$ cat config.mk
export PLATFORM = sky130hd
export DESIGN_NAME = utf8_to_utf16_transcoder_unit
export DESIGN_NICKNAME = d
export VERILOG_FILES = /design/src/rtl/core/u8u16_pkg.sv /design/src/rtl/core/u8u16_decode.sv /design/src/rtl/core/u8u16_resq.sv /design/src/rtl/core/utf8_to_utf16_transcoder_unit.sv
export VERILOG_INCLUDE_DIRS = /design/src /design/src/rtl/core
export SDC_FILE = /design/constraint.sdc
export NUM_CORES = 1
export LEC_CHECK = 0
export BUFFER_PORTS_ARGS = -buffer_cell sky130_fd_sc_hd__buf_2
export CAP_MARGIN = 20
export CELL_PAD_IN_SITES_DETAIL_PLACEMENT = 1
export CELL_PAD_IN_SITES_GLOBAL_PLACEMENT = 1
export CORE_MARGIN = 5
export CORE_UTILIZATION = 39
export CTS_CLUSTER_SIZE = 10
export DETAILED_ROUTE_END_ITERATION = 10
export GPL_TIMING_DRIVEN = 1
export PLACE_DENSITY = 0.73
export SLEW_MARGIN = 20
export SYNTH_ARGS = -nofsm -noshare
export SYNTH_HDL_FRONTEND = slang
export SYNTH_SLANG_ARGS = --single-unit
$ cat constraint.sdc
create_clock -name clk_i -period 12.1 [get_ports clk_i]
set_input_delay 1.815 -clock clk_i [delete_from_list [all_inputs] [get_ports clk_i]]
set_output_delay 1.815 -clock clk_i [all_outputs]
set_load 0.02 [all_outputs]
$ cat src/rtl/core/utf8_to_utf16_transcoder_unit_macros.svh
// ----------------------------------------------------------------------------
// UTF-8 to UTF-16 transcoder assertion macros
// Concurrent assertion wrappers shared by the transcoder RTL.
// ----------------------------------------------------------------------------
`ifndef UTF8_TO_UTF16_TRANSCODER_UNIT_MACROS_SVH
`define UTF8_TO_UTF16_TRANSCODER_UNIT_MACROS_SVH

// Assert with an explicit clock and active-low reset.
`define U8U16_ASSERT_CR(lbl, clk, rst_n, prop, msg) \
  lbl: assert property (@(posedge clk) disable iff (!rst_n) prop) else $error(msg);

// Assert on the default clock and reset of the transcoder.
`define U8U16_ASSERT(lbl, prop, msg) \
  `U8U16_ASSERT_CR(lbl, clk_i, rst_ni, prop, msg)

`endif

$ cat src/rtl/core/u8u16_pkg.sv
// ----------------------------------------------------------------------------
// UTF-8 to UTF-16 transcoder package
// Result record, result set and code constants shared by the transcoder.
// ----------------------------------------------------------------------------
package u8u16_pkg;

  // Most results one byte can cause: two surrogate units and a summary.
  localparam int unsigned MaxResults = 3;
  localparam int unsigned ResCntW    = 2;

  localparam logic [30:0] CpMax      = 31'h0010_FFFF;
  localparam logic [19:0] SurrBlock  = 20'h0001B;   // cp[30:11] of 0xD800..0xDFFF
  localparam logic [20:0] SuppBase   = 21'h01_0000;
  localparam logic [15:0] SurrHiBase = 16'hD800;
  localparam logic [15:0] SurrLoBase = 16'hDC00;

  typedef enum logic {
    KIND_UNIT    = 1'b0,
    KIND_SUMMARY = 1'b1
  } kind_e;

  typedef struct packed {
    kind_e       kind;
    logic [15:0] code_unit;
    logic [15:0] total_units;
    logic        overflow;
    logic        run_last;
  } result_t;

  typedef struct packed {
    logic [ResCntW-1:0]           cnt;
    result_t [MaxResults-1:0]     res;
  } res_set_t;

endpackage

$ cat src/rtl/core/u8u16_decode.sv
// ----------------------------------------------------------------------------
// UTF-8 decode stage
// Holds the sequence state and turns one byte into its set of results.
// ----------------------------------------------------------------------------
module u8u16_decode import u8u16_pkg::*; (
  input  logic        clk_i,
  input  logic        rst_ni,
  input  logic        commit_i,
  input  logic [7:0]  byte_i,
  input  logic        eot_i,
  input  logic [15:0] limit_i,
  output res_set_t    set_o
);

  logic [30:0] pc_q, pc_d;
  logic [2:0]  rem_q, rem_d;
  logic [15:0] cnt_q, cnt_d, cnt_upd;
  logic        ovf_q, ovf_d, ovf_upd;

  logic        cont, take, need2, bad;
  logic [30:0] pc_upd, cp;
  logic [2:0]  rem_upd;
  logic [20:0] v;
  logic [16:0] sum;
  logic [1:0]  n_units;
  logic [15:0] unit0, unit1;
  logic [ResCntW-1:0] n_res;
  result_t [MaxResults-1:0] res;

  always_comb begin
    pc_upd  = pc_q;
    rem_upd = rem_q;
    take    = 1'b0;
    cp      = '0;
    cont    = (rem_q != 3'd0) && (byte_i[7:6] == 2'b10);
    if (cont) begin
      pc_upd  = {pc_q[24:0], byte_i[5:0]};
      rem_upd = rem_q - 3'd1;
      if (rem_upd == 3'd0) begin
        take   = 1'b1;
        cp     = pc_upd;
        pc_upd = '0;
      end
    end else begin
      pc_upd  = '0;
      rem_upd = 3'd0;
      unique casez (byte_i)
        8'b0???_????: begin
          take = 1'b1;
          cp   = {23'd0, byte_i};
        end
        8'b110?_????: begin
          pc_upd  = {26'd0, byte_i[4:0]};
          rem_upd = 3'd1;
        end
        8'b1110_????: begin
          pc_upd  = {27'd0, byte_i[3:0]};
          rem_upd = 3'd2;
        end
        8'b1111_0???: begin
          pc_upd  = {28'd0, byte_i[2:0]};
          rem_upd = 3'd3;
        end
        8'b1111_10??: begin
          pc_upd  = {29'd0, byte_i[1:0]};
          rem_upd = 3'd4;
        end
        8'b1111_110?: begin
          pc_upd  = {30'd0, byte_i[0]};
          rem_upd = 3'd5;
        end
        default: ;  // stray continuation, 0xFE, 0xFF: skip
      endcase
    end
  end

  // Code point check, capacity and unit forming.
  always_comb begin
    need2   = (cp[30:16] != 15'd0);
    bad     = (cp > CpMax) || (cp[30:11] == SurrBlock);
    v       = cp[20:0] - SuppBase;
    sum     = {1'b0, cnt_q} + (need2 ? 17'd2 : 17'd1);
    cnt_upd = cnt_q;
    ovf_upd = ovf_q;
    n_units = 2'd0;
    if (take && !ovf_q && !bad) begin
      if (limit_i == 16'd0) begin
        cnt_upd = sum[16] ? 16'hFFFF : sum[15:0];
      end else if (sum > {1'b0, limit_i}) begin
        ovf_upd = 1'b1;
      end else begin
        cnt_upd = sum[15:0];
        n_units = need2 ? 2'd2 : 2'd1;
      end
    end
    unit0 = need2 ? (SurrHiBase | {6'd0, v[19:10]}) : cp[15:0];
    unit1 = SurrLoBase | {6'd0, v[9:0]};
  end

  // Pack units first, summary after them, mark the last one.
  always_comb begin
    for (int i = 0; i < MaxResults; i++) begin
      res[i] = '{kind: KIND_UNIT, code_unit: 16'd0, total_units: 16'd0,
                 overflow: 1'b0, run_last: 1'b0};
    end
    if (n_units != 2'd0) res[0].code_unit = unit0;
    if (n_units == 2'd2) res[1].code_unit = unit1;
    if (eot_i) begin
      res[n_units].kind        = KIND_SUMMARY;
      res[n_units].total_units = ovf_upd ? 16'd0 : cnt_upd;
      res[n_units].overflow    = ovf_upd;
    end
    n_res = n_units + {1'b0, eot_i};
    if (n_res != '0) res[n_res - 2'd1].run_last = 1'b1;
  end

  // End of string clears the whole sequence state.
  assign pc_d  = eot_i ? '0 : pc_upd;
  assign rem_d = eot_i ? 3'd0 : rem_upd;
  assign cnt_d = eot_i ? 16'd0 : cnt_upd;
  assign ovf_d = eot_i ? 1'b0 : ovf_upd;

  always_ff @(posedge clk_i or negedge rst_ni) begin
    if (!rst_ni) begin
      pc_q  <= '0;
      rem_q <= 3'd0;
      cnt_q <= 16'd0;
      ovf_q <= 1'b0;
    end else if (commit_i) begin
      pc_q  <= pc_d;
      rem_q <= rem_d;
      cnt_q <= cnt_d;
      ovf_q <= ovf_d;
    end
  end

  assign set_o.cnt = n_res;
  assign set_o.res = res;

endmodule

$ cat src/rtl/core/u8u16_resq.sv
// ----------------------------------------------------------------------------
// Result queue
// Holds the results of one byte and hands them out one per cycle while out_ready_i is high.
// ----------------------------------------------------------------------------
module u8u16_resq import u8u16_pkg::*; (
  input  logic     clk_i,
  input  logic     rst_ni,
  input  logic     load_i,
  input  res_set_t set_i,
  input  logic     out_ready_i,
  output result_t  head_o,
  output logic     valid_o,
  output logic     free_o
);

  result_t [MaxResults-1:0] res_q;
  logic [ResCntW-1:0]       cnt_q;
  logic                     pop;

  assign valid_o = (cnt_q != '0);
  assign pop     = valid_o && out_ready_i;
  // Free when empty or when the last entry leaves this cycle.
  assign free_o  = (cnt_q == '0) || ((cnt_q == ResCntW'(1)) && out_ready_i);
  assign head_o  = res_q[0];

  always_ff @(posedge clk_i or negedge rst_ni) begin
    if (!rst_ni) begin
      cnt_q <= '0;
    end else if (load_i) begin
      cnt_q <= set_i.cnt;
    end else if (pop) begin
      cnt_q <= cnt_q - ResCntW'(1);
    end
  end

  always_ff @(posedge clk_i) begin
    if (load_i) begin
      res_q <= set_i.res;
    end else if (pop) begin
      for (int i = 0; i < MaxResults - 1; i++) begin
        res_q[i] <= res_q[i+1];
      end
    end
  end

endmodule

$ cat src/rtl/core/utf8_to_utf16_transcoder_unit.sv
// ----------------------------------------------------------------------------
// UTF-8 to UTF-16 transcoder
// Decodes a UTF-8 byte stream into UTF-16 code units and a per-string summary.
// ----------------------------------------------------------------------------
//  Channel | Signals                                   | Dir | Meaning
//  --------+-------------------------------------------+-----+------------------
//  in      | in_valid_i/in_ready_o, in_byte_i,         | in  | one byte per item
//          | end_of_text_i                             |     |
//  out     | out_valid_o/out_ready_i, result_kind_o,   | out | unit or summary
//          | code_unit_o, total_units_o, overflow_o,   |     |
//          | run_last_o                                |     |
//  cfg     | cfg_valid_i/cfg_ready_o, cfg_data_i       | in  | unit_limit write
//
// A byte is held in the input register until the result queue can take its
// results; it is then decoded into the queue, from whose head they leave.
// Throughput is one byte per cycle while each byte gives at most one result
// and the output is ready; a byte that gives two or three results holds the
// input register while the result queue drains one item per ready cycle.
// Reset clears the sequence state, the unit count, the limit and all valids.
// A stalled output backs up through the queue into the input register.
// ----------------------------------------------------------------------------
module utf8_to_utf16_transcoder_unit import u8u16_pkg::*; (
  input  logic        clk_i,
  input  logic        rst_ni,
  // byte input
  input  logic        in_valid_i,
  output logic        in_ready_o,
  input  logic [7:0]  in_byte_i,
  input  logic        end_of_text_i,
  // result output
  output logic        out_valid_o,
  input  logic        out_ready_i,
  output logic        result_kind_o,
  output logic [15:0] code_unit_o,
  output logic [15:0] total_units_o,
  output logic        overflow_o,
  output logic        run_last_o,
  // unit_limit write
  input  logic        cfg_valid_i,
  output logic        cfg_ready_o,
  input  logic [15:0] cfg_data_i
);

`include "utf8_to_utf16_transcoder_unit_macros.svh"

  logic        in_vld_q;
  logic [7:0]  in_byte_q;
  logic        eot_q;
  logic [15:0] limit_q;
  logic        commit;
  logic        q_free;
  res_set_t    dec_set;
  result_t     head;

  // Configuration is always accepted; the user must change it only between
  // strings or between code points, which the block does not enforce.
  assign cfg_ready_o = 1'b1;

  always_ff @(posedge clk_i or negedge rst_ni) begin
    if (!rst_ni) begin
      limit_q <= 16'd0;
    end else if (cfg_valid_i) begin
      limit_q <= cfg_data_i;
    end
  end

  // Advance the held byte into the queue once the queue can take its results.
  assign commit     = in_vld_q && q_free;
  assign in_ready_o = !in_vld_q || commit;

  always_ff @(posedge clk_i or negedge rst_ni) begin
    if (!rst_ni) begin
      in_vld_q <= 1'b0;
    end else if (in_valid_i && in_ready_o) begin
      in_vld_q <= 1'b1;
    end else if (commit) begin
      in_vld_q <= 1'b0;
    end
  end

  // Payload needs no reset; hold it until the next accepted item.
  always_ff @(posedge clk_i) begin
    if (in_valid_i && in_ready_o) begin
      in_byte_q <= in_byte_i;
      eot_q     <= end_of_text_i;
    end
  end

  u8u16_decode u_decode (
    .clk_i    (clk_i),
    .rst_ni   (rst_ni),
    .commit_i (commit),
    .byte_i   (in_byte_q),
    .eot_i    (eot_q),
    .limit_i  (limit_q),
    .set_o    (dec_set)
  );

  u8u16_resq u_resq (
    .clk_i       (clk_i),
    .rst_ni      (rst_ni),
    .load_i      (commit),
    .set_i       (dec_set),
    .out_ready_i (out_ready_i),
    .head_o      (head),
    .valid_o     (out_valid_o),
    .free_o      (q_free)
  );

  assign result_kind_o = head.kind;
  assign code_unit_o   = head.code_unit;
  assign total_units_o = head.total_units;
  assign overflow_o    = head.overflow;
  assign run_last_o    = head.run_last;

  // A held byte that cannot move into the queue stays held.
  `U8U16_ASSERT(a_hold_blocked, in_vld_q && !q_free |=> in_vld_q, "held byte lost")
  // The summary always closes the results of its byte.
  `U8U16_ASSERT(a_summary_last, out_valid_o && result_kind_o == KIND_SUMMARY |-> run_last_o, "summary not last")
  // An overflowed string reports a total of zero.
  `U8U16_ASSERT(a_ovf_total, out_valid_o && overflow_o |-> total_units_o == 16'd0, "overflow with nonzero total")
  // Code unit items never carry the overflow flag.
  `U8U16_ASSERT(a_unit_no_ovf, out_valid_o && result_kind_o == KIND_UNIT |-> !overflow_o, "unit item flags overflow")

endmodule

==> out/metrics.yaml <==
cts_tree: "built"
max_stage_delay_ns: 0.95
start_util: 0.398
die_h_um: 157
remaining_drc_errors: 0
utilization: 0.440
slew_headroom: 0.349
min_period_over_period: 0.654
yosysWarnings: 0
postCtsHoldBufs: 0
placed_cells: 1081
fmax_ghz: 0.126
grt-ovfl-total: 0
syn_area_per_cell_um2: 10.3
critPathLaunchType: "flop"
min_path_type: "flop to flop"
postCtsSetupRepairBufs: 0
peakVddDrop_mv: 0.113
via_count: 6303
dp_hpwl_mm: 15.7
clock-sinks: 157
grt_max_degree: 78
p_leak_nw: 3.94
maxCapViolations: 0
yosys.area.top_type: "edfxtp_1"
dr.pass1.iters: 4
async_flop_share: 0.408
synth_cells: 813
io_pins: 68
crit_required_ns: 12.40
synthDistinctLibCells: 69
yosysSeqAreaShare: 0.524
cp_top_family: "simple AND/OR/NAND/NOR gates"
drt_wl_total_mm: 22.5
insertion_delay_ns: 0.44
die_area_um2: 24500
switching_share: 0.374
rsz0062_at_grt: "no"
status: "completed"
setup_violations: 0
cts_buffers: 17
hold-path-cell-count: 1
antenna_found_initial: 0
wire_per_inst_um: 20.2
synth_ff_type: "edfxtp_1"
worstMarginPinSlew_ns: 0.968
clkTransAtPathRegs_ns: 0.06
synth-edff-count: 93
cts_max_level: 4
cts_root_buf: "clkbuf_16"
cts_max_path_buffers: 2
die_w_um: 157
synth_area_leaders: "edfxtp_1, dfrtp_1, nand2_1, ha_1, o21ai_0"
port_buffers: 66
grt_pass1_vias: 6305
post_cts_resized: 0
viasPerCell: 5.66
grt_pass1_wl_mm: 36.1
layout.cells.non_filler: 1113
slew_violations: 0
synth_nets: 868
slowest_stage: "nor3_1"
gp_congestion: 0.871
crit_path_end_kind: "flop"
clock_power_share: 0.268
r2r_cells: 23
core-area_um2: 21100
nNetsFinal: 880
p_switching_w: 0.000760
power_density_nw_per_um2: 219
path_class: "flop to flop"
arrival_ns: 8.21
p_int_w: 0.00127
drive_above_1_share: 0.147
drtAntennaViolNets: 0
antennaDiodeCount: 0
cpMostUsedCell: "ha_1"
fin_crit_ns: 7.91
crit_cells: 23
ys_seq_elements: 157
crit_path_max_fanout: 30
row_count: 53
tns_ns: 0
fin_skew_ns: 0.00907
pwr-share-seq: 0.420
drt_iter0_drc: 493
combinationalPowerShare: 0.312
hold_slack_ns: 0.509
path_cells: "inv_1 -> ha_1 -> or3_4 -> a211oi_2 -> buf_4 -> nand2_1 -> ha_1 -> nand2_1 -> inv_1 -> fa_1 -> and3b_1 -> and2_1 -> and3_1 -> and3_1 -> xor2_1 -> ha_1 -> a21oi_1 -> o21ai_0 -> a221o_1 -> o21ai_0 -> nand4b_2 -> nor3_1 -> a32o_1"
grtUsageTotal: 0.189
syn_area_um2: 8380
cp.buffers_inverters: 3
area_growth_pct: 10.7
synth_top_area_frac: 0.333
final_hold_viol_count: 0
worst paths after layout:
| kind | start | to | slack, ns |
|---|---|---|---|
| setup / recovery | u_decode.rem_q[0] | u_resq.res_q[40] | 4.19 |
| hold / removal | u_decode.pc_q[21] | u_decode.pc_q[21] | 0.51 |
| setup reg to reg | u_decode.rem_q[0] | u_resq.res_q[40] | 4.19 |
| hold reg to reg | u_decode.pc_q[21] | u_decode.pc_q[21] | 0.51 |
| max in group asynchronous | rst_ni | u_decode.pc_q[21] | 9.97 |
| min in group asynchronous | rst_ni | limit_q[9] | 1.56 |
per-stage QoR:
step | instance area [µm²] | total power (W) | worst slack [ns]
global placement | 8690 | 0.00148 | 4.72
finish | 9280 | 0.00203 | 4.19
floorplan | 8380 | 0.00134 | 4.99
CTS | 9280 | 0.00205 | 4.33
detailed placement | 8690 | 0.00150 | 4.43
global route | 9280 | 0.00215 | 3.73
metal layers:
metal  GRT usage  vias up  routed length [µm]
met5           0        -                   0
met4      0.0558        0                 342
met3      0.0348       29                1130
met2       0.273      171                9820
met1       0.288     3105               11200
li1            -     2998                   -
state kept, by name, summed over array words and instances, names as in the netlist:
signal          flops
u_resq.head_o      35
u_decode.ovf_q      1
u_decode.pc_q      25
u_resq.cnt_q        2
limit_q            16
u_resq.res_q       49
in_byte_q           8
eot_q               1
u_decode.rem_q      3
u_decode.cnt_q     16
in_vld_q            1
cell usage after synthesis, drive strengths merged, types with 9 or more instances:
master / number
and3: 16
xor2: 9
o31ai: 18
inv: 36
o21ai: 56
a21oi: 26
edfxtp: 93
a22o: 29
nand2: 113
nor2: 36
ha: 24
a31oi: 12
buf: 40
nor4: 14
clkbuf: 41
and2: 24
dfrtp: 64
nor3: 20
nand4: 13
nand3: 19
worst reg2reg max path: cells and delay by family (launching register included):
family	cells	cell delay, ns
xor gates and xnor gates	1	0.20
DFF	1	0.37
buffers and inverters	3	0.77
and+or+nand+nor	9	3.61
adders and majority gates	4	1.47
AOI/OAI and AO/OA	6	1.35
layout make-up:
class	count	area, µm²
sequential	157	4390
clock buffer	18	429
tap	275	344
inverter	36	135
timing repair buffer	74	390
clock inverter	14	159
fill	2397	11800
multi-input combinational	539	3430
cell families (layout without fill, tap and decap cells):
logic type,after synthesis,in the layout,synth area share
compound gates,202,202,0.171
xor+xnor,17,17,0.0178
fa+ha+maj,25,25,0.0382
buf+inv,117,142,0.0694
flops,157,157,0.524
mux,5,5,0.00642
other cells,2,2,0.000896
simple gates,288,288,0.172
cell usage in the layout (no fill, tap or decap), types with 19 or more instances in the layout:
cell type  instances
nand2_1          113
edfxtp_1          93
buf_2             66
dfrtp_1           64
o21ai_0           52
inv_1             36
nor2_1            36
a22o_1            29
and2_1            24
ha_1              24
a21oi_1           21
nor3_1            20
nand3_1           19
power groups by stage:
stage | Combinational, W | Clock [W] | Sequential, W
final | 0.000634 | 0.000544 | 0.000855
after global routing | 0.000697 | 0.000582 | 0.000870
after CTS | 0.000642 | 0.000555 | 0.000856
after detailed placement | 0.000638 | 0 | 0.000866
after global placement | 0.000623 | 0 | 0.000860
after floorplan | 0.000503 | 0 | 0.000839
(Power assumes the default switching activity.)
